**src/rtl/core/hpt_skid.sv**
```systemverilog
// ----------------------------------------------------------------------------
// hpt_skid
// two-word output buffer; the pipeline advances while a slot is free
// ----------------------------------------------------------------------------
module hpt_skid #(
    parameter int WIDTH = 8
) (
    input  logic             aclk,
    input  logic             aresetn,
    input  logic             push,
    input  logic [WIDTH-1:0] push_data,
    output logic             has_room,
    output logic             m_valid,
    input  logic             m_ready,
    output logic [WIDTH-1:0] m_data
);

    logic [WIDTH-1:0] mem [2];
    logic             wr_ptr_reg, rd_ptr_reg;
    logic [1:0]       count_reg;
    logic             pop;

    assign pop      = m_valid && m_ready;
    assign m_valid  = (count_reg != 2'd0);
    assign has_room = (count_reg != 2'd2);

    always_ff @(posedge aclk) begin
        if (push) mem[wr_ptr_reg] <= push_data;
    end

    always_ff @(posedge aclk) begin
        if (!aresetn) begin
            wr_ptr_reg <= 1'b0;
            rd_ptr_reg <= 1'b0;
            count_reg  <= 2'd0;
        end else begin
            if (push) wr_ptr_reg <= ~wr_ptr_reg;
            if (pop)  rd_ptr_reg <= ~rd_ptr_reg;
            count_reg <= count_reg + {1'b0, push} - {1'b0, pop};
        end
    end

    assign m_data = mem[rd_ptr_reg];

endmodule
```
**config.mk**
```make
export PLATFORM = sky130hd
export DESIGN_NAME = hpt_skid
export DESIGN_NICKNAME = d
export VERILOG_FILES = /design/src/rtl/core/hpt_skid.sv
export SDC_FILE = /design/constraint.sdc
export NUM_CORES = 1
export LEC_CHECK = 0
export ABC_AREA = 1
export BUFFER_PORTS_ARGS = -buffer_cell sky130_fd_sc_hd__buf_2
export CORE_MARGIN = 5
export CORE_UTILIZATION = 28
export CTS_CLUSTER_DIAMETER = 100
export DETAILED_ROUTE_END_ITERATION = 7
export SLEW_MARGIN = 25
export SYNTH_ARGS = -nofsm -noshare
export SYNTH_HDL_FRONTEND = slang
export SYNTH_SLANG_ARGS = --single-unit
export TNS_END_PERCENT = 10
```
**constraint.sdc**
```tcl
create_clock -name aclk -period 1.3 [get_ports aclk]
set_clock_uncertainty 0.05 [all_clocks]
set_input_delay 0.26 -clock aclk [delete_from_list [all_inputs] [get_ports aclk]]
set_output_delay 0.26 -clock aclk [all_outputs]
set_load 0.05 [all_outputs]
```
# Word level (Yosys, flattened, before mapping)
# Memories as Yosys holds them, arrays and structs flattened. A register that Yosys moved wholly into a read port is not among the register bits.
# Cells that the tools add are included.
classes:
  addsub: 2
  n_mul: 0
  div: 0
  magnitude_cmp: 0
  n_eq_ne: 1
  shifts: 0
  n_mux: 4
  bitwise: 2
  reduce_logical: 2
op_table:
  columns: ["operator", "count"]
  rows:
  - ["$mux W1", 4]
  - ["$add A2 B1 Y2", 1]
  - ["$ne A2 B2 Y1 const B", 1]
  - ["$not A1 Y1", 2]
  - ["$reduce_bool A2 Y1", 1]
  - ["$sub A2 B1 Y2", 1]
  - ["$logic_and A1 B1 Y1", 1]
totals:
  register_bits: 4
  latchBits: 0
  mem_bits_rw: 16
  romBits: 0
  inputBits: 12
  out_inout_bits: 10
  word_cells: 15
  n_memories: 1
memory_table:
  columns: ["memory", "words", "word_bits", "rd", "rd_ports_with_merged_regs", "write_ports", "line_no", "text"]
  rows:
  - ["mem", 2, 8, 1, 1, 1, "18", "logic [WIDTH-1:0] mem [2];"]

# Depth between registers and ports, before layout
# Gate-level depths: netlist of the first run.
depth:
  word_depth: 4
  ltp_mapped: 10
  depth_no_buf: 10

# Worst setup path before layout of the first run
# No wires, ideal clock.
synth_timing:
  path_type: "flip-flop to flip-flop"
  from: "reg count_reg[1]"
  to: "reg count_reg[1]"
  arrival_time_ps: 1182
  required_ps: 1135
  setup_slack_ps: -47
  stages_incl_launch_ff: 10
  path_buffers: 0
  path_cell_list: "dfxtp_1 nor2_1 nor2_2 ha_1 inv_1 ha_1 inv_1 nand2_1 a21oi_1 nor2_1"
synth_via:
  elab_chain_len: 3
  word_cells_on_any_way: 4
synth_lines:
  columns: ["item", "line_no", "text"]
  rows:
  - ["from (decl)", "20", "logic [1:0] count_reg;"]
  - ["from (signal assigned)", "39", "count_reg <= count_reg + {1'b0, push} - {1'b0, pop};"]
  - ["$reduce_bool A2 Y1", "24", "assign m_valid = (count_reg != 2'd0);"]
  - ["$logic_and A1 B1 Y1", "23", "assign pop = m_valid && m_ready;"]
  - ["named net pop", "21", "logic pop;"]
  - ["$sub A2 B1 Y2", "39", null]
# The timed path passes the listed nets, and every way through them passes these cells.
# A chain may end at the register's enable or synchronous reset.

==> results of run 1 <==
## area by class of cell
cell class              count  area, µm²
clock buffers               4       26.3
fillers                   290       1820
inverters                   8       30.0
multi-input cells          31        245
flip-flops and latches     21        584
well taps                  33       41.3
repair buffers             26        228
## routing by layer
layer  part of all wire  routed length [µm]  up-vias
met2               0.52                 791       22
met3              0.081                 125        0
li1                   -                   -      262
met4                  0                   0        0
met5                  0                   0        -
met1               0.40                 618      242
## metrics by stage
| step | instances | TNS, ns |
|---|---|---|
| global placement | 119 | -0.0585 |
| global route | 123 | -2.82 |
| detailed placement | 119 | -0.155 |
| finish | 123 | -2.08 |
| CTS | 123 | -2.30 |
| floorplan | 61 | -0.0306 |
## cell usage in the layout (no fill, tap or decap), types with 3 or more instances in the layout
master and n:
edfxtp_1 16, buf_2 11, buf_6 10, mux2_4 8, inv_1 7, nand2_1 7
nor2_1 7, dfxtp_2 3, clkbuf_4 3, buf_8 3
## worst max-delay path by stage
stage | slack, ns | cells after the start | endpoint
after detailed placement | -0.13 | 11 | count_reg[1]$_SDFF_PN0_
after CTS | -0.26 | 3 | m_data[4]
after global placement | -0.06 | 10 | count_reg[1]$_SDFF_PN0_
after floorplan | -0.03 | 9 | count_reg[1]$_SDFF_PN0_
after global routing | -0.29 | 3 | m_data[4]
final | -0.24 | 3 | m_data[4]
## power groups by stage
stage | sequential (mW) | combinational (mW) | clock (mW)
6_report | 0.855 | 1.08 | 0.298
5_1_grt | 0.863 | 1.17 | 0.346
4_1_cts | 0.857 | 1.05 | 0.315
3_5_place_dp | 0.861 | 0.883 | 0
3_3_place_gp | 0.856 | 0.857 | 0
2_1_floorplan | 0.854 | 0.669 | 0
## kinds of logic after synthesis
logic type | Yosys count | share of synthesized area
buffers and inverters | 9 | 0.0485
DFF | 21 | 0.681
and+or+nand+nor | 20 | 0.0940
adders and majority gates | 2 | 0.0294
muxes | 8 | 0.141
AOI/OAI and AO/OA | 1 | 0.00587
## what timing repair did
action	CTS	global route
hold buffers	0	0
pin swaps	1	0
setup endpoints to repair	12	12
resized for setup	28	4
gates cloned	0	0
setup buffers	0	0
==> results by group, run 1 <==
Power
  – Comb power frac: 0.484
  – Total power: 2.23 mW
  – Net Sw Frac: 0.372
  – Worst vdd ir: roughly 0.0013 V
  – Leak Pwr: 0.507 nW
  – Internal Power: 1.40 mW
  – Pwr/cell area: just under 2000 nW/µm²
  – NetSw: between 0.8 and 0.9 mW
  – Sequential fraction of design power: 0.383
  – Clk pwr share: 0.133

Global routing
  – Total gr overflow: 0
  – Largest net degree at the start of global routing: 12
  – Met2 Resource Use GR: 0.149
  – Tot GR Track Use: 0.0816
  – Met1 usage: 0.0813
  – Met3 GRT Util: 0.0444
  – Vias in the first global route: between 500 and 600
  – GR peak layer: met2
  – First-pass GRT wire length: between 2000 and 3000 µm
  – Initial antenna violation count: 0

Drt
  – DRT antenna net count: 0
  – Drt first pass iters: 2
  – WL per Instance: roughly 12 µm
  – Drt total wl: approximately 1500 µm
  – Vias: ~530
  – Vias per inst: 4.28
  – Drt initial violations: 11
  – Residual DRC: 0

Timing
  – Final hold slack: just under 0.1 ns
  – Final Setup Violations: 12
  – RSZ-0062 raised after global routing: true
  – Fmax: about 650 MHz
  – Period utilisation layout: 1.18
  – Slew Limit Fails: 0
  – Worst-margin pin slew: ~0.33 ns
  – Final hold viol count: 0
  – Fin crit period: about 1.5 ns
  – Final worst setup slack: -0.235 ns
  – Slew HR: 0.778

Status
  – Failing checks: negative setup slack
  – Outcome: finished, violations left

Finish
  – Finished Core Util: 0.388
  – P&R area growth vs syn: 35.5%
  – # diodes: 0
  – Final nets: about 110
  – Layout cells sized above 1: 0.511
  – Max reg flops: 16
  – Fin area: between 1000 and 1500 µm²

Logic synthesis
  – Ys flop type: edfxtp_1
  – Mean Syn Cell Area: roughly 14 µm²
  – Synth cell types: 11
  – FFs w/ async S/R, synth: 0
  – Sequential-to-total area share from yosys stat: 0.681
  – Number of synthesized register bits: 21
  – Dominant cells by area after synthesis: edfxtp_1 56%, mux2_4 14%, dfxtp_1 12%
  – Post-synth EDFFs: 16
  – Area leader, netlist: edfxtp_1
  – Most frequent cell after synthesis: edfxtp_1
  – Yosys top cell area share: 0.564
  – Post-Syn Instances: 61
  – Syn Nets: 75
  – Top post-synthesis cells by count: 16 x edfxtp_1, 9 x nand2_1, 8 x inv_1, 8 x mux2_4, 8 x nor2_1
  – Synth Warn #: 0
  – Netlist area before placement: ~850 µm²

Worst hold path
  – Min-delay src: push_data[7]
  – Hold path depth: 1
  – Type of the worst min-delay path: in2reg
  – Worst Hold Endpoint: mem[0][7]$_DFFE_PP_

Die
  – Die width: between 60 and 70 µm
  – Initial core utilization: 0.286
  – Die Ht: approximately 65 µm
  – Die area: about 4200 µm²
  – Core Region: ~3000 µm²
  – # IOs: 22
  – FP Rows: 20

Setup path
  – Crit-path cells: buf_6, mux2_4, buf_6
  – RR Startpoint: count_reg[0]$_SDFF_PN0_
  – Worst path bufs/invs: 2
  – Peak fanout along the critical path: 4
  – Worst Reg-to-Reg Cells: 10
  – Most frequent CP cell: buf_6
  – FF-to-FF End: count_reg[1]$_SDFF_PN0_
  – Critical Path RT: between 0.9 and 1 ns
  – Max incr delay on CP: around 0.36 ns
  – Slowest CP cell: dfxtp_2
  – Startpoint class of the critical path: register
  – Crit Path Class: reg2out
  – Worst setup EP type: output pin
  – R2r setup slk: -0.12 ns
  – Critical Path AT: approximately 1.2 ns
  – Critical path's top delay family: flip-flops

Clock tree
  – CTS clk-pin slew, worst paths: between 0.1 and 0.15 ns
  – CTS Buf Count: 3
  – H-tree depth: 1
  – Worst-Skew Late Latency: between 0.2 and 0.3 ns
  – # clock sinks: 21
  – CTS tree: done
  – Clock root buffer: clkbuf_4
  – Largest buffer count on any clock path: 2

Placed design
  – Final GP Congestion: approximately 0.66
  – IO buf count: 21
  – Dpl ws: -0.133 ns
  – Dpl hpwl: 1200 µm
  – Area post-placement: about 1000 µm²

Run
  – Max Cap Viol: 0
No activity file was read; power rests on OpenSTA's default activity.
==> run 2: changes to the inputs <==
Clock period 1.3 ns to 1.99 ns, I/O delays scaled along.
==> results by group, run 2 (synthesis gave the netlist of run 1 again) <==
Status
  – Outcome: completed

Die
  – Core Region: 2980 µm²
  – Die Ht: 65.2 µm
  – # IOs: 22
  – Die width: around 65 µm
  – Initial core utilization: 0.286
  – Die area: around 4200 µm²
  – FP Rows: 20

Drt
  – Vias: 498
  – Residual DRC: 0
  – Drt first pass iters: 2
  – Vias per inst: between 4 and 5
  – Drt total wl: about 1300 µm
  – Drt initial violations: 8
  – WL per Instance: about 11 µm
  – DRT antenna net count: 0

Setup path
  – Critical Path RT: around 1.5 ns
  – Worst setup EP type: output pin
  – Slowest CP cell: dfxtp_2
  – Worst Reg-to-Reg Cells: 9
  – Crit Path Class: reg2out
  – R2r setup slk: 0.56 ns
  – Max incr delay on CP: roughly 0.50 ns
  – Startpoint class of the critical path: register
  – RR Startpoint: count_reg[1]$_SDFF_PN0_
  – Critical Path AT: around 1.3 ns
  – Peak fanout along the critical path: 8
  – Critical path's top delay family: flip-flops
  – FF-to-FF End: count_reg[1]$_SDFF_PN0_
  – Worst path bufs/invs: 1
  – Crit-path cells: mux2_4, buf_2

Clock tree
  – CTS Buf Count: 3
  – Clock root buffer: clkbuf_4
  – Cts-stage hold buffer count: 0
  – H-tree depth: 1
  – CTS clk-pin slew, worst paths: approximately 0.12 ns
  – CTS tree: done
  – Gates resized, CTS repair: 1
  – Post-CTS setup buffer count: 0
  – # clock sinks: 21
  – Worst-Skew Late Latency: approximately 0.29 ns
  – Largest buffer count on any clock path: 2

Global routing
  – Tot GR Track Use: 0.0708
  – Vias in the first global route: just over 500
  – Total gr overflow: 0
  – First-pass GRT wire length: about 2200 µm
  – Initial antenna violation count: 0
  – Largest net degree at the start of global routing: 13

Run
  – Max Cap Viol: 0

Placed design
  – Dpl hpwl: just over 1000 µm
  – Dpl ws: 0.342 ns
  – IO buf count: 21
  – Placed Cells: 115
  – Final GP Congestion: about 0.72

Timing
  – Final hold viol count: 0
  – Worst-margin pin slew: between 0.3 and 0.4 ns
  – RSZ-0062 raised after global routing: false
  – Slew HR: 0.784
  – Fmax: 560 MHz
  – Fin crit period: 1.79 ns
  – Slew Limit Fails: 0
  – Period utilisation layout: 0.898
  – Final worst setup slack: ~0.20 ns
  – Final Setup Violations: 0
  – Setup TNS: 0 ns

Finish
  – Fin cells: 119
  – Most frequent cells in the layout: 21 x buf_2, 16 x edfxtp_1, 9 x nand2_1
  – P&R area growth vs syn: 20.1%
  – Layout cells sized above 1: 0.419
  – Max reg flops: 16
  – Commonest non-fill, non-tap cell in the layout: buf_2
  – # diodes: 0
  – Final nets: a little over 100

Worst hold path
  – Min-delay src: push_data[2]
  – Hold path depth: 1
  – Worst Hold Endpoint: mem[0][2]$_DFFE_PP_
  – Type of the worst min-delay path: in2reg

Power
  – Leak Pwr: approximately 0.46 nW
  – Pwr/cell area: roughly 1200 nW/µm²
  – Total power: between 1 and 1.5 mW
  – Worst vdd ir: 0.000897 V
==> run 2: cell count changes in the layout (fill, tap and decap cells not counted), moves of 2 or more <==
cell,change
buf_2,+10
buf_6,-10
buf_8,-3
dfxtp_1,+2
dfxtp_2,-2
nand2_1,+2
==> run 2: through the flow <==
stage	util	instance area, µm²	hold WS, ns
detailed placement	0.334	995	0.449
floorplan	-	852	0.417
global route	0.344	1020	0.206
finish	0.344	1020	0.228
CTS	0.344	1020	0.224
global placement	0.334	995	0.436
==> run 2: how the worst max path moves through the flow <==
stage / from / to / slack (ns) / cells past startpoint
6_report: register / m_data[3] / 0.20 / 2
5_1_grt: register / m_data[3] / 0.13 / 2
4_1_cts: register / m_data[3] / 0.17 / 2
3_5_place_dp: register / m_data[3] / 0.34 / 2
3_3_place_gp: register / m_data[1] / 0.37 / 2
2_1_floorplan: m_ready / count_reg[1]$_SDFF_PN0_ / 0.62 / 9
==> run 2: area by class of cell <==
| cell class | instances | area (µm²) |
|---|---|---|
| fill | 282 | 1950 |
| tap | 33 | 41.3 |
| inverter | 8 | 30.0 |
| multi-input combinational | 31 | 230 |
| timing repair buffer | 22 | 113 |
| clock inverter | 1 | 5.00 |
| sequential | 21 | 582 |
| clock buffer | 3 | 22.5 |
==> run 2: report_power, final <==
group          total [mW]  internal (mW)  switching (mW)
clock               0.197         0.0749           0.122
sequential          0.572          0.525          0.0462
combinational       0.490          0.162           0.328
total                1.26          0.763           0.496
==> run 2: per-layer routing <==
| metal | wire length (µm) | track usage | up-vias |
|---|---|---|---|
| met5 | 0 | 0 | - |
| met4 | 8 | 0.0155 | 0 |
| met3 | 164 | 0.0496 | 2 |
| met2 | 578 | 0.111 | 22 |
| met1 | 573 | 0.0783 | 220 |
| li1 | - | - | 254 |
==> run 3: changes to the inputs <==
Settings changed: CORE_UTILIZATION 28 to 45, HOLD_SLACK_MARGIN set to 0.15, PLACE_DENSITY set to 0.7, REMOVE_ABC_BUFFERS set to 1.
==> results by group, run 3 (synthesis gave the netlist of run 1 again) <==
Setup path
  – Critical path's top delay family: flip-flops
  – R2r setup slk: around 0.54 ns
  – Max incr delay on CP: 0.50 ns
  – Critical Path RT: roughly 1.5 ns
  – RR Startpoint: count_reg[1]$_SDFF_PN0_
  – Worst path bufs/invs: 1
  – Worst Reg-to-Reg Cells: 9
  – Startpoint class of the critical path: register
  – Worst setup EP type: output pin
  – Slowest CP cell: dfxtp_2
  – Critical Path AT: ~1.3 ns
  – Peak fanout along the critical path: 8
  – Crit-path cells: mux2_4, buf_2
  – Crit Path Class: reg2out
  – FF-to-FF End: count_reg[1]$_SDFF_PN0_

Global routing
  – First-pass GRT wire length: ~2200 µm
  – Total gr overflow: 0
  – Initial antenna violation count: 0
  – Largest net degree at the start of global routing: 12
  – Tot GR Track Use: 0.108
  – Vias in the first global route: 531

Die
  – Core Region: between 1500 and 2000 µm²
  – Die Ht: roughly 54 µm
  – Die width: between 50 and 60 µm
  – # IOs: 22
  – Initial core utilization: 0.483
  – FP Rows: 15
  – Die area: around 2900 µm²

Drt
  – WL per Instance: ~12 µm
  – Vias: approximately 510
  – Vias per inst: approximately 4.6
  – DRT antenna net count: 0
  – Residual DRC: 0
  – Drt total wl: about 1300 µm
  – Drt first pass iters: 4
  – Drt initial violations: 8

Finish
  – Max reg flops: 16
  – Register area: ~580 µm²
  – Most frequent cells in the layout: 21 x buf_2, 16 x edfxtp_1, 9 x nand2_1
  – Fill count: 157
  – Commonest non-fill, non-tap cell in the layout: buf_2
  – Final nets: approximately 100
  – Area of the multi-input gates: 230 µm²
  – P&R area growth vs syn: 18.8%
  – Layout cells sized above 1: 0.407
  – # diodes: 0

Worst hold path
  – Min-delay src: push_data[2]
  – Worst Hold Endpoint: mem[1][2]$_DFFE_PP_
  – Hold path depth: 1
  – Type of the worst min-delay path: in2reg

Status
  – Outcome: completed

Timing
  – Setup TNS: 0 ns
  – Slew HR: 0.778
  – RSZ-0062 raised after global routing: false
  – Fin crit period: 1.78 ns
  – Worst-margin pin slew: ~0.33 ns
  – Final Setup Violations: 0
  – Fmax: roughly 560 MHz
  – Final hold viol count: 0
  – Slew Limit Fails: 0
  – Period utilisation layout: 0.893

Run
  – Max Cap Viol: 0

Power
  – Total power: ~1.3 mW
  – Worst vdd ir: roughly 0.00069 V
  – Leak Pwr: about 0.45 nW
  – Pwr/cell area: about 1200 nW/µm²

Clock tree
  – CTS tree: done
  – Cts-stage hold buffer count: 0
  – CTS Buf Count: 3
  – Post-CTS setup buffer count: 0
  – CTS clk-pin slew, worst paths: about 0.11 ns
  – Worst-Skew Late Latency: roughly 0.29 ns
  – Clock root buffer: clkbuf_4
  – Largest buffer count on any clock path: 2
  – # clock sinks: 21
  – H-tree depth: 1

Placed design
  – Final GP Congestion: between 0.6 and 0.7
  – IO buf count: 21
  – Dpl hpwl: 1040 µm
[run 3: cell types whose count changed in the layout (fill, tap and decap cells not counted)]
| cell | before | now |
|---|---|---|
| clkinv_2 | 1 | 0 |
| clkbuf_1 | 0 | 1 |
[run 3: how the worst max path moves through the flow]
| stage | startpoint | end | slack (ns) | cells after the start |
|---|---|---|---|---|
| 6_report | register | m_data[6] | 0.21 | 2 |
| 5_1_grt | register | m_data[3] | 0.14 | 2 |
| 3_3_place_gp | register | m_data[6] | 0.38 | 2 |
| 4_1_cts | register | m_data[6] | 0.03 | 2 |
| 3_5_place_dp | register | m_data[6] | 0.37 | 2 |
| 2_1_floorplan | register | m_data[0] | 0.57 | 1 |
[run 3: power breakdown]
group	internal [mW]	switching [mW]	total [mW]	leakage, nW
clock	0.0779	0.118	0.196	0.0150
sequential	0.525	0.0449	0.570	0.192
combinational	0.161	0.327	0.488	0.248
[run 3: stage by stage]
stage                     std cells  setup slack, ns  cell area, µm²  hold WS [ns]  utilization
after floorplan                  60            0.575             841         0.417            -
after CTS                       111           0.0266            1010         0.225        0.573
after detailed placement        107            0.369             985         0.457        0.558
final                           111            0.212            1010         0.234        0.574
after global routing            111            0.136            1010         0.212        0.574
after global placement          107            0.378             985         0.436        0.558
[run 3: layout make-up]
| type | instances | share of cell area |
|---|---|---|
| flip-flops and latches | 21 | 0.575 |
| inverters | 8 | 0.0297 |
| repair buffers | 22 | 0.111 |
| well taps | 25 | 0.0309 |
| clock buffers | 4 | 0.0260 |
| multi-input cells | 31 | 0.227 |
[run 3: timing repair]
item	in CTS	in global routing
endpoints found under the hold margin	0	0
setup endpoints to repair	0	8
gates resized for setup	0	1
[run 3: worst register-to-register path, stage by stage (launching register included)]
cell     delay, ns
dfxtp_1       0.35
nor2_1        0.12
nor2_2        0.05
ha_1          0.26
inv_1         0.04
ha_1          0.18
inv_1         0.05
nand2_1       0.06
a21oi_1       0.13
nor2_1        0.06
[run 3: metal layers]
layer | wire length (µm) | up-vias | global-route usage | share of wire
met5 | 0 | - | 0 | 0
met4 | 8 | 0 | 0.0511 | 0.0061
met3 | 80 | 2 | 0.0366 | 0.061
met2 | 692 | 14 | 0.188 | 0.53
met1 | 523 | 241 | 0.116 | 0.40
li1 | - | 257 | - | -
